[src/hw/rtl/uttr_pkg.sv]
// shared types, constants and helpers for the uart ring buffer engine
// no dependencies; imported by the top level and uttr_ctrl

package uttr_pkg;

    localparam int TX_DEPTH = 64;
    localparam int RX_DEPTH = 64;
    localparam int TX_AW    = $clog2(TX_DEPTH);
    localparam int RX_AW    = $clog2(RX_DEPTH);
    localparam int TX_FW    = $clog2(TX_DEPTH + 1);
    localparam int RX_FW    = $clog2(RX_DEPTH + 1);
    localparam int BYTE_W   = 8;
    localparam int LEVEL_W  = 7;
    localparam int OUT_W    = 40;

    typedef enum logic [1:0] {
        OP_HOST_WRITE = 2'd0,
        OP_TX_DONE    = 2'd1,
        OP_RX_BYTE    = 2'd2,
        OP_HOST_READ  = 2'd3
    } op_t;

    typedef struct packed {
        logic              we;
        logic [TX_AW-1:0]  waddr;
        logic [BYTE_W-1:0] wdata;
        logic              re;
        logic [TX_AW-1:0]  raddr;
    } tx_mem_req_t;

    typedef struct packed {
        logic              we;
        logic [RX_AW-1:0]  waddr;
        logic [BYTE_W-1:0] wdata;
        logic              re;
        logic [RX_AW-1:0]  raddr;
    } rx_mem_req_t;

    // request state held while the ring read completes
    typedef struct packed {
        logic               line_valid;
        logic               tx_fwd;
        logic [BYTE_W-1:0]  fwd_byte;
        logic               accepted;
        logic               rd_pop;
        logic [LEVEL_W-1:0] tx_level;
        logic [LEVEL_W-1:0] rx_level;
        logic               tx_busy;
    } stage_t;

    typedef struct packed {
        logic               tx_busy;
        logic [LEVEL_W-1:0] rx_level;
        logic [LEVEL_W-1:0] tx_level;
        logic [BYTE_W-1:0]  read_byte;
        logic               accepted;
        logic [BYTE_W-1:0]  line_byte;
        logic               line_valid;
    } result_t;

    function automatic logic [LEVEL_W-1:0] to_level(input logic [31:0] v);
        return v[LEVEL_W-1:0];
    endfunction

endpackage

[src/hw/rtl/uart_tx_rx_ring_buffer.sv]
// top level of the uart transmit/receive ring buffer engine
// uses uttr_pkg, uttr_ram and uttr_ctrl

// A request's ring indexes and fill counts update in the accept cycle, the
// ring ram read is issued in that cycle with registered read data returned in
// the next cycle, and the result then sits in an output register until taken.
// Throughput is one request per cycle while the result side keeps up; a stalled
// result holds at most one more request in flight before s_tready drops. Both
// rings are plain rams with no clearing pass, so requests are taken right after
// reset. A launch out of an empty transmit ring forwards the byte being written
// instead of the ram read data.

module uart_tx_rx_ring_buffer
    import uttr_pkg::*;
(
    input  logic             aclk,
    input  logic             aresetn,
    input  logic             s_tvalid,
    output logic             s_tready,
    input  logic [7:0]       s_tdata,   // data_byte[7:0]
    input  logic [1:0]       s_tuser,   // op[1:0]
    input  logic             s_tlast,   // burst_last
    output logic             m_tvalid,
    input  logic             m_tready,
    // line_valid[0], line_byte[8:1], accepted[9], read_byte[17:10],
    // tx_level[24:18], rx_level[31:25], tx_busy[32], zero fill[39:33]
    output logic [OUT_W-1:0] m_tdata
);

    tx_mem_req_t       tx_mem;
    rx_mem_req_t       rx_mem;
    logic [BYTE_W-1:0] tx_rdata, rx_rdata;
    logic              stage_valid, stage_adv, req_fire;
    stage_t            stage;
    result_t           result_next, result_reg;
    logic              out_valid_reg, out_valid_next;

    // stage moves forward when the output register is free or being drained
    assign stage_adv = stage_valid && (!out_valid_reg || m_tready);
    assign s_tready  = !stage_valid || stage_adv;
    assign req_fire  = s_tvalid && s_tready;

    uttr_ctrl u_ctrl (
        .aclk        (aclk),
        .aresetn     (aresetn),
        .req_fire    (req_fire),
        .req_op      (op_t'(s_tuser)),
        .req_byte    (s_tdata),
        .req_last    (s_tlast),
        .stage_adv   (stage_adv),
        .tx_mem      (tx_mem),
        .rx_mem      (rx_mem),
        .stage_valid (stage_valid),
        .stage       (stage)
    );

    // transmit ring
    uttr_ram #(.WIDTH(BYTE_W), .DEPTH(TX_DEPTH)) u_tx_ram (
        .aclk  (aclk),
        .we    (tx_mem.we),
        .waddr (tx_mem.waddr),
        .wdata (tx_mem.wdata),
        .re    (tx_mem.re),
        .raddr (tx_mem.raddr),
        .rdata (tx_rdata)
    );

    // receive ring
    uttr_ram #(.WIDTH(BYTE_W), .DEPTH(RX_DEPTH)) u_rx_ram (
        .aclk  (aclk),
        .we    (rx_mem.we),
        .waddr (rx_mem.waddr),
        .wdata (rx_mem.wdata),
        .re    (rx_mem.re),
        .raddr (rx_mem.raddr),
        .rdata (rx_rdata)
    );

    // ram read data holds while the stage waits, since no new read is issued
    always_comb begin
        result_next.line_valid = stage.line_valid;
        if (!stage.line_valid) begin
            result_next.line_byte = '0;
        end else if (stage.tx_fwd) begin
            result_next.line_byte = stage.fwd_byte;
        end else begin
            result_next.line_byte = tx_rdata;
        end
        result_next.accepted  = stage.accepted;
        result_next.read_byte = stage.rd_pop ? rx_rdata : '0;
        result_next.tx_level  = stage.tx_level;
        result_next.rx_level  = stage.rx_level;
        result_next.tx_busy   = stage.tx_busy;
    end

    always_comb begin
        out_valid_next = out_valid_reg;
        if (stage_adv) begin
            out_valid_next = 1'b1;
        end else if (m_tready) begin
            out_valid_next = 1'b0;
        end
    end

    always_ff @(posedge aclk) begin
        if (!aresetn) begin
            out_valid_reg <= 1'b0;
        end else begin
            out_valid_reg <= out_valid_next;
        end
    end

    always_ff @(posedge aclk) begin
        if (stage_adv) begin
            result_reg <= result_next;
        end
    end

    assign m_tvalid = out_valid_reg;
    assign m_tdata  = OUT_W'(result_reg);

    // a byte handed to the line always leaves the transmitter busy
    assert property (@(posedge aclk) disable iff (!aresetn)
        m_tvalid |-> (!result_reg.line_valid || result_reg.tx_busy))
        else $error("line byte launched without busy flag");

    // fill levels never pass the ring depth
    assert property (@(posedge aclk) disable iff (!aresetn)
        m_tvalid |-> (32'(result_reg.tx_level) <= TX_DEPTH)
                  && (32'(result_reg.rx_level) <= RX_DEPTH))
        else $error("ring level beyond depth");

    // a popped byte only shows when the read was granted
    assert property (@(posedge aclk) disable iff (!aresetn)
        (m_tvalid && result_reg.read_byte != '0) |-> result_reg.accepted)
        else $error("read byte without grant");

    // with a full stage and a stalled result no new request may enter
    assert property (@(posedge aclk) disable iff (!aresetn)
        (stage_valid && out_valid_reg && !m_tready) |-> !s_tready)
        else $error("request taken while pipeline is full");

    // a ram read is only issued for a request that is taken
    assert property (@(posedge aclk) disable iff (!aresetn)
        (tx_mem.re || rx_mem.re) |-> req_fire)
        else $error("ring read without request");

endmodule

[src/hw/rtl/uttr_ram.sv]
// generic single-write, single-read ram with registered read data
// no dependencies

module uttr_ram #(
    parameter int WIDTH = 8,
    parameter int DEPTH = 64
) (
    input  logic                     aclk,
    input  logic                     we,
    input  logic [$clog2(DEPTH)-1:0] waddr,
    input  logic [WIDTH-1:0]         wdata,
    input  logic                     re,
    input  logic [$clog2(DEPTH)-1:0] raddr,
    output logic [WIDTH-1:0]         rdata
);

    logic [WIDTH-1:0] mem_reg [DEPTH];
    logic [WIDTH-1:0] rdata_reg;

    always_ff @(posedge aclk) begin
        if (we) begin
            mem_reg[waddr] <= wdata;
        end
        if (re) begin
            rdata_reg <= mem_reg[raddr];
        end
    end

    assign rdata = rdata_reg;

endmodule

[src/hw/rtl/uttr_ctrl.sv]
// ring index and fill count engine: decodes a request, drives both ring rams,
// holds the request state until the stage advances to the output register; uses uttr_pkg

module uttr_ctrl
    import uttr_pkg::*;
(
    input  logic              aclk,
    input  logic              aresetn,
    input  logic              req_fire,
    input  op_t               req_op,
    input  logic [BYTE_W-1:0] req_byte,
    input  logic              req_last,
    input  logic              stage_adv,
    output tx_mem_req_t       tx_mem,
    output rx_mem_req_t       rx_mem,
    output logic              stage_valid,
    output stage_t            stage
);

    logic [TX_AW-1:0] tx_head_reg, tx_head_next, tx_tail_reg, tx_tail_next;
    logic [RX_AW-1:0] rx_head_reg, rx_head_next, rx_tail_reg, rx_tail_next;
    logic [TX_FW-1:0] tx_fill_reg, tx_fill_next, tx_fill_pushed;
    logic [RX_FW-1:0] rx_fill_reg, rx_fill_next;
    logic             sending_reg, sending_next;
    logic             stage_valid_reg, stage_valid_next;
    stage_t           stage_reg, stage_next;

    logic [TX_AW-1:0] tx_head_inc, tx_tail_inc;
    logic [RX_AW-1:0] rx_head_inc, rx_tail_inc;
    logic             tx_push, tx_pop, rx_push, rx_pop;

    assign tx_head_inc = (tx_head_reg == TX_AW'(TX_DEPTH - 1)) ? '0 : tx_head_reg + TX_AW'(1);
    assign tx_tail_inc = (tx_tail_reg == TX_AW'(TX_DEPTH - 1)) ? '0 : tx_tail_reg + TX_AW'(1);
    assign rx_head_inc = (rx_head_reg == RX_AW'(RX_DEPTH - 1)) ? '0 : rx_head_reg + RX_AW'(1);
    assign rx_tail_inc = (rx_tail_reg == RX_AW'(RX_DEPTH - 1)) ? '0 : rx_tail_reg + RX_AW'(1);

    always_comb begin
        tx_push      = 1'b0;
        tx_pop       = 1'b0;
        rx_push      = 1'b0;
        rx_pop       = 1'b0;
        sending_next = sending_reg;
        tx_fill_pushed = tx_fill_reg;
        if (req_fire) begin
            case (req_op)
                OP_HOST_WRITE: begin
                    tx_push = (tx_fill_reg != TX_FW'(TX_DEPTH));
                    tx_fill_pushed = tx_fill_reg + TX_FW'(tx_push);
                    if (req_last && !sending_reg && (tx_fill_pushed != '0)) begin
                        tx_pop       = 1'b1;
                        sending_next = 1'b1;
                    end
                end
                OP_TX_DONE: begin
                    tx_pop       = (tx_fill_reg != '0);
                    sending_next = tx_pop;
                end
                OP_RX_BYTE: begin
                    rx_push = (rx_fill_reg != RX_FW'(RX_DEPTH));
                end
                OP_HOST_READ: begin
                    rx_pop = (rx_fill_reg != '0);
                end
                default: begin
                    tx_push = 1'b0;
                end
            endcase
        end
    end

    always_comb begin
        tx_head_next = tx_push ? tx_head_inc : tx_head_reg;
        tx_tail_next = tx_pop ? tx_tail_inc : tx_tail_reg;
        rx_head_next = rx_push ? rx_head_inc : rx_head_reg;
        rx_tail_next = rx_pop ? rx_tail_inc : rx_tail_reg;
        tx_fill_next = tx_fill_reg + TX_FW'(tx_push) - TX_FW'(tx_pop);
        rx_fill_next = rx_fill_reg + RX_FW'(rx_push) - RX_FW'(rx_pop);
    end

    // ram requests go out in the accept cycle, index state is already current
    always_comb begin
        tx_mem.we    = tx_push;
        tx_mem.waddr = tx_head_reg;
        tx_mem.wdata = req_byte;
        tx_mem.re    = tx_pop;
        tx_mem.raddr = tx_tail_reg;
        rx_mem.we    = rx_push;
        rx_mem.waddr = rx_head_reg;
        rx_mem.wdata = req_byte;
        rx_mem.re    = rx_pop;
        rx_mem.raddr = rx_tail_reg;
    end

    always_comb begin
        stage_next       = stage_reg;
        stage_valid_next = stage_valid_reg;
        if (req_fire) begin
            stage_valid_next    = 1'b1;
            stage_next.line_valid = tx_pop;
            // launch from an empty ring: the byte is the one being written now
            stage_next.tx_fwd   = (tx_fill_reg == '0);
            stage_next.fwd_byte = req_byte;
            stage_next.accepted = tx_push | rx_push | rx_pop;
            stage_next.rd_pop   = rx_pop;
            stage_next.tx_level = to_level(32'(tx_fill_next));
            stage_next.rx_level = to_level(32'(rx_fill_next));
            stage_next.tx_busy  = sending_next;
        end else if (stage_adv) begin
            stage_valid_next = 1'b0;
        end
    end

    always_ff @(posedge aclk) begin
        if (!aresetn) begin
            tx_head_reg     <= '0;
            tx_tail_reg     <= '0;
            tx_fill_reg     <= '0;
            rx_head_reg     <= '0;
            rx_tail_reg     <= '0;
            rx_fill_reg     <= '0;
            sending_reg     <= 1'b0;
            stage_valid_reg <= 1'b0;
        end else begin
            tx_head_reg     <= tx_head_next;
            tx_tail_reg     <= tx_tail_next;
            tx_fill_reg     <= tx_fill_next;
            rx_head_reg     <= rx_head_next;
            rx_tail_reg     <= rx_tail_next;
            rx_fill_reg     <= rx_fill_next;
            sending_reg     <= sending_next;
            stage_valid_reg <= stage_valid_next;
        end
    end

    always_ff @(posedge aclk) begin
        stage_reg <= stage_next;
    end

    assign stage_valid = stage_valid_reg;
    assign stage       = stage_reg;

endmodule
[config.mk]
export PLATFORM = sky130hd
export DESIGN_NAME = uart_tx_rx_ring_buffer
export DESIGN_NICKNAME = d
export VERILOG_FILES = /design/src/hw/rtl/uttr_pkg.sv /design/src/hw/rtl/uart_tx_rx_ring_buffer.sv /design/src/hw/rtl/uttr_ram.sv /design/src/hw/rtl/uttr_ctrl.sv
export SDC_FILE = /design/constraint.sdc
export NUM_CORES = 1
export LEC_CHECK = 0
export ABC_AREA = 1
export BUFFER_PORTS_ARGS = -buffer_cell sky130_fd_sc_hd__buf_2
export CELL_PAD_IN_SITES_DETAIL_PLACEMENT = 0
export CELL_PAD_IN_SITES_GLOBAL_PLACEMENT = 1
export CORE_MARGIN = 3
export CORE_UTILIZATION = 40
export DETAILED_ROUTE_END_ITERATION = 8
export MAX_ROUTING_LAYER = met4
export PLACE_DENSITY = 0.68
export SETUP_SLACK_MARGIN = 0.15
export SYNTH_ARGS = -nofsm -noshare
export SYNTH_HDL_FRONTEND = slang
export SYNTH_HIERARCHICAL = 1
export SYNTH_SLANG_ARGS = --single-unit
[constraint.sdc]
create_clock -name aclk -period 4 [get_ports aclk]
set_input_delay 0.8 -clock aclk [delete_from_list [all_inputs] [get_ports aclk]]
set_output_delay 0.8 -clock aclk [all_outputs]
set_load 0.01 [all_outputs]
==> impl_metrics.tcl <==
set metrics [dict create \
    min_period_over_period_pct 88.0 \
    ys_seq_area_share_pct 71.1 \
    clk_pin_slew_worst_paths_ns 0.06 \
    drc 0 \
    num_rows 125 \
    drtIter0Drc 2717 \
    rrSetupSlack_ns 0.48 \
    groute.usage.overall_pct 20.1 \
    crit_type "register to register" \
    nFillCells 10800 \
    rr_worst_depth 24 \
    hold_path_class "register to register" \
    crit_fanout 5 \
    slew_headroom_pct 16.8 \
    drive_gt1_share_pct 9.71 \
    core_area_um2 117000 \
    die_h_um 351 \
    yosysWarnings 6 \
    rsz0062_at_grt "false" \
    via_count 30300 \
    start_util_pct 40.6 \
    async_flop_share_pct 0 \
    wl_um 121000 \
    cts_max_level 3 \
    finalCriticalPeriod_ns 3.52 \
    worst_setup_path_end_kind "register" \
    finClkSkew_ns 0.0185 \
    antenna_found_initial 3 \
    startpoint_type "register" \
    cts_root_buf "clkbuf_16" \
    cts_tree "done" \
    via_per_inst 5.22 \
    detail-route-antenna-nets 0 \
    first_global_vias 29000 \
    slew_violations 0 \
    die_w_um 351 \
    clock-sinks 1141 \
    cts_hold_buf 0 \
    seqCellArea_um2 33900 \
    gp_congestion 0.855 \
    holdPathStages 0 \
    syn_area_um2 47600 \
    synth-seq-cells 1141 \
    clkLatencyLatePin_ns 0.68 \
    max-vdd-ir-drop_mv 0.432 \
    powerDensity_nw_per_um2 499 \
    finalNetCount 4228 \
    placed_cells 5590 \
    cts_made_buffers 113 \
    maxCapViolCount 0 \
    layout_setup_ws_ns 0.481 \
    grt_start_max_net_pins 184 \
    fmax_ghz 0.284 \
    timing.rr.start "u_ctrl/tx_fill_reg[3]" \
    place_ws_ns 0.309 \
    grt_pass1_wl_um 183000 \
    timing.hold.ws_ns 0.425 \
    synth_edf_count 1100 \
    hpwl_um 70200 \
    antenna_cells 0 \
    min_to "m_tdata[18]" \
    cp_data_required_time_ns 4.43 \
    synth.avg_cell_area_um2 11.6 \
    hold_start "u_ctrl/stage[8]" \
    netlist_instances 4106 \
    grt-ovfl-total 0 \
    die_area_um2 123000 \
    fin_cells 5799 \
    setup_tns_ns 0 \
    area_growth_pct 11.6 \
    wire_per_inst_um 20.9 \
    io_pins 57 \
    dr.pass1.iters 5 \
    r2r_end "u_ctrl/stage[14]" \
    synth_flop_cell "edfxtp_1" \
    cts_buffer_depth 3 \
    synth.distinct_cells 37 \
    p_leak_nw 19.1 \
    multiInputGateArea_um2 11600 \
    setup_viol 0 \
    status "complete, no violations" \
    numPortBuffers 49 \
    arrival_ns 3.95 \
    hold_viol 0 \
    tightest_slew_ns 1.25 \
]
worst max-delay path by stage:
| stage | startpoint | endpoint | slack, ns | cells past startpoint |
|---|---|---|---|---|
| final | u_ctrl/tx_fill_reg[3] | u_ctrl/stage[14] | 0.48 | 24 |
| after global routing | u_ctrl/tx_fill_reg[3] | u_ctrl/stage[14] | 0.18 | 24 |
| after CTS | u_ctrl/tx_fill_reg[3] | u_ctrl/stage[14] | 0.37 | 24 |
| after detailed placement | m_tready | u_ctrl/stage[14] | 0.31 | 21 |
| after global placement | m_tready | u_ctrl/stage[14] | 0.28 | 21 |
| after floorplan | m_tready | u_rx_ram/mem_reg[50][0] | 0.16 | 12 |
Yosys cell counts (all sizes together), types with 18 or more instances:
cell type / number / area, um2
inv: 104 / 400
a21oi: 31 / 155
clkbuf: 32 / 120
nand3: 916 / 4590
edfxtp: 1100 / 33000
buf: 225 / 1720
nand4: 22 / 138
dfxtp: 41 / 821
ha: 29 / 363
nor2: 159 / 599
o21ai: 18 / 90.1
nand2: 1376 / 5170
worst max-delay path, cell delays in order (launching register included):
cell     delay [ns]
dfxtp_2        0.34
inv_1          0.12
ha_1           0.16
nand2_1        0.05
inv_1          0.07
nand3_1        0.11
ha_1           0.30
nor2_1         0.10
nand3_1        0.09
nor2_1         0.11
nand3_1        0.12
nand2_4        0.11
nand2_2        0.05
ha_1           0.27
inv_1          0.04
ha_1           0.20
fa_2           0.36
nand3_1        0.09
nand3_1        0.12
nand2_1        0.09
nand2_1        0.05
a21oi_1        0.15
inv_1          0.05
nand2_1        0.07
nand2_1        0.05
routing by layer:
layer  wire [um]  vias up  GRT usage (%)
li1            -    14500              -
met1       53800    14800           27.2
met2       58100      776           32.4
met3        6070      175           2.19
met4        3060        0           5.36
met5           0        -              -
cells in the final DEF (no fill, tap or decap), drive strengths merged, types with 31 or more instances in the layout:
| cell | Yosys | final |
|---|---|---|
| clkbuf | 32 | 134 |
| clkinv | 0 | 60 |
| nand2 | 1376 | 1376 |
| nand3 | 916 | 916 |
| inv | 104 | 105 |
| buf | 225 | 212 |
| dfxtp | 41 | 41 |
| a21oi | 31 | 31 |
| edfxtp | 1100 | 1100 |
| nor2 | 159 | 159 |
timing repair:
item / in CTS / in global routing
endpoints found under the setup margin: 0 / 2
setup buffers: 0 / 1
gates resized for setup: 0 / 5
through the flow:
stage	util [%]	total power (W)	cell area [um2]
after floorplan	-	0.0157	47700
after global placement	42.3	0.0165	49500
after detailed placement	42.3	0.0165	49500
after CTS	45.3	0.0267	53100
after global routing	45.3	0.0276	53100
final	45.3	0.0265	53100
cell type report:
cell class | instances | area share (%)
multi-input cells | 2610 | 21.9
well taps | 1524 | 3.59
clock inverters | 74 | 1.09
repair buffers | 212 | 3.26
clock buffers | 134 | 5.63
inverters | 104 | 0.770
flip-flops and latches | 1141 | 63.8
where the power goes:
group,switching (W),internal [W]
combinational,0.00190,0.000791
clock,0.00440,0.00588
sequential,0.000147,0.0134
cell families (layout without fill, tap and decap cells):
logic type               after synthesis  in the layout  share of synthesized area [%]
XOR/XNOR                              14             14                          0.258
flip-flops                          1141           1141                           71.1
buffers and inverters                361            524                           4.70
adder cells (fa/ha/maj)               31             31                          0.846
AND/OR/NAND/NOR                     2506           2506                           22.5
other                                  1              7                        0.00788
AO/OA/AOI/OAI                         52             52                          0.563
Power figures use the tool's default switching activity.
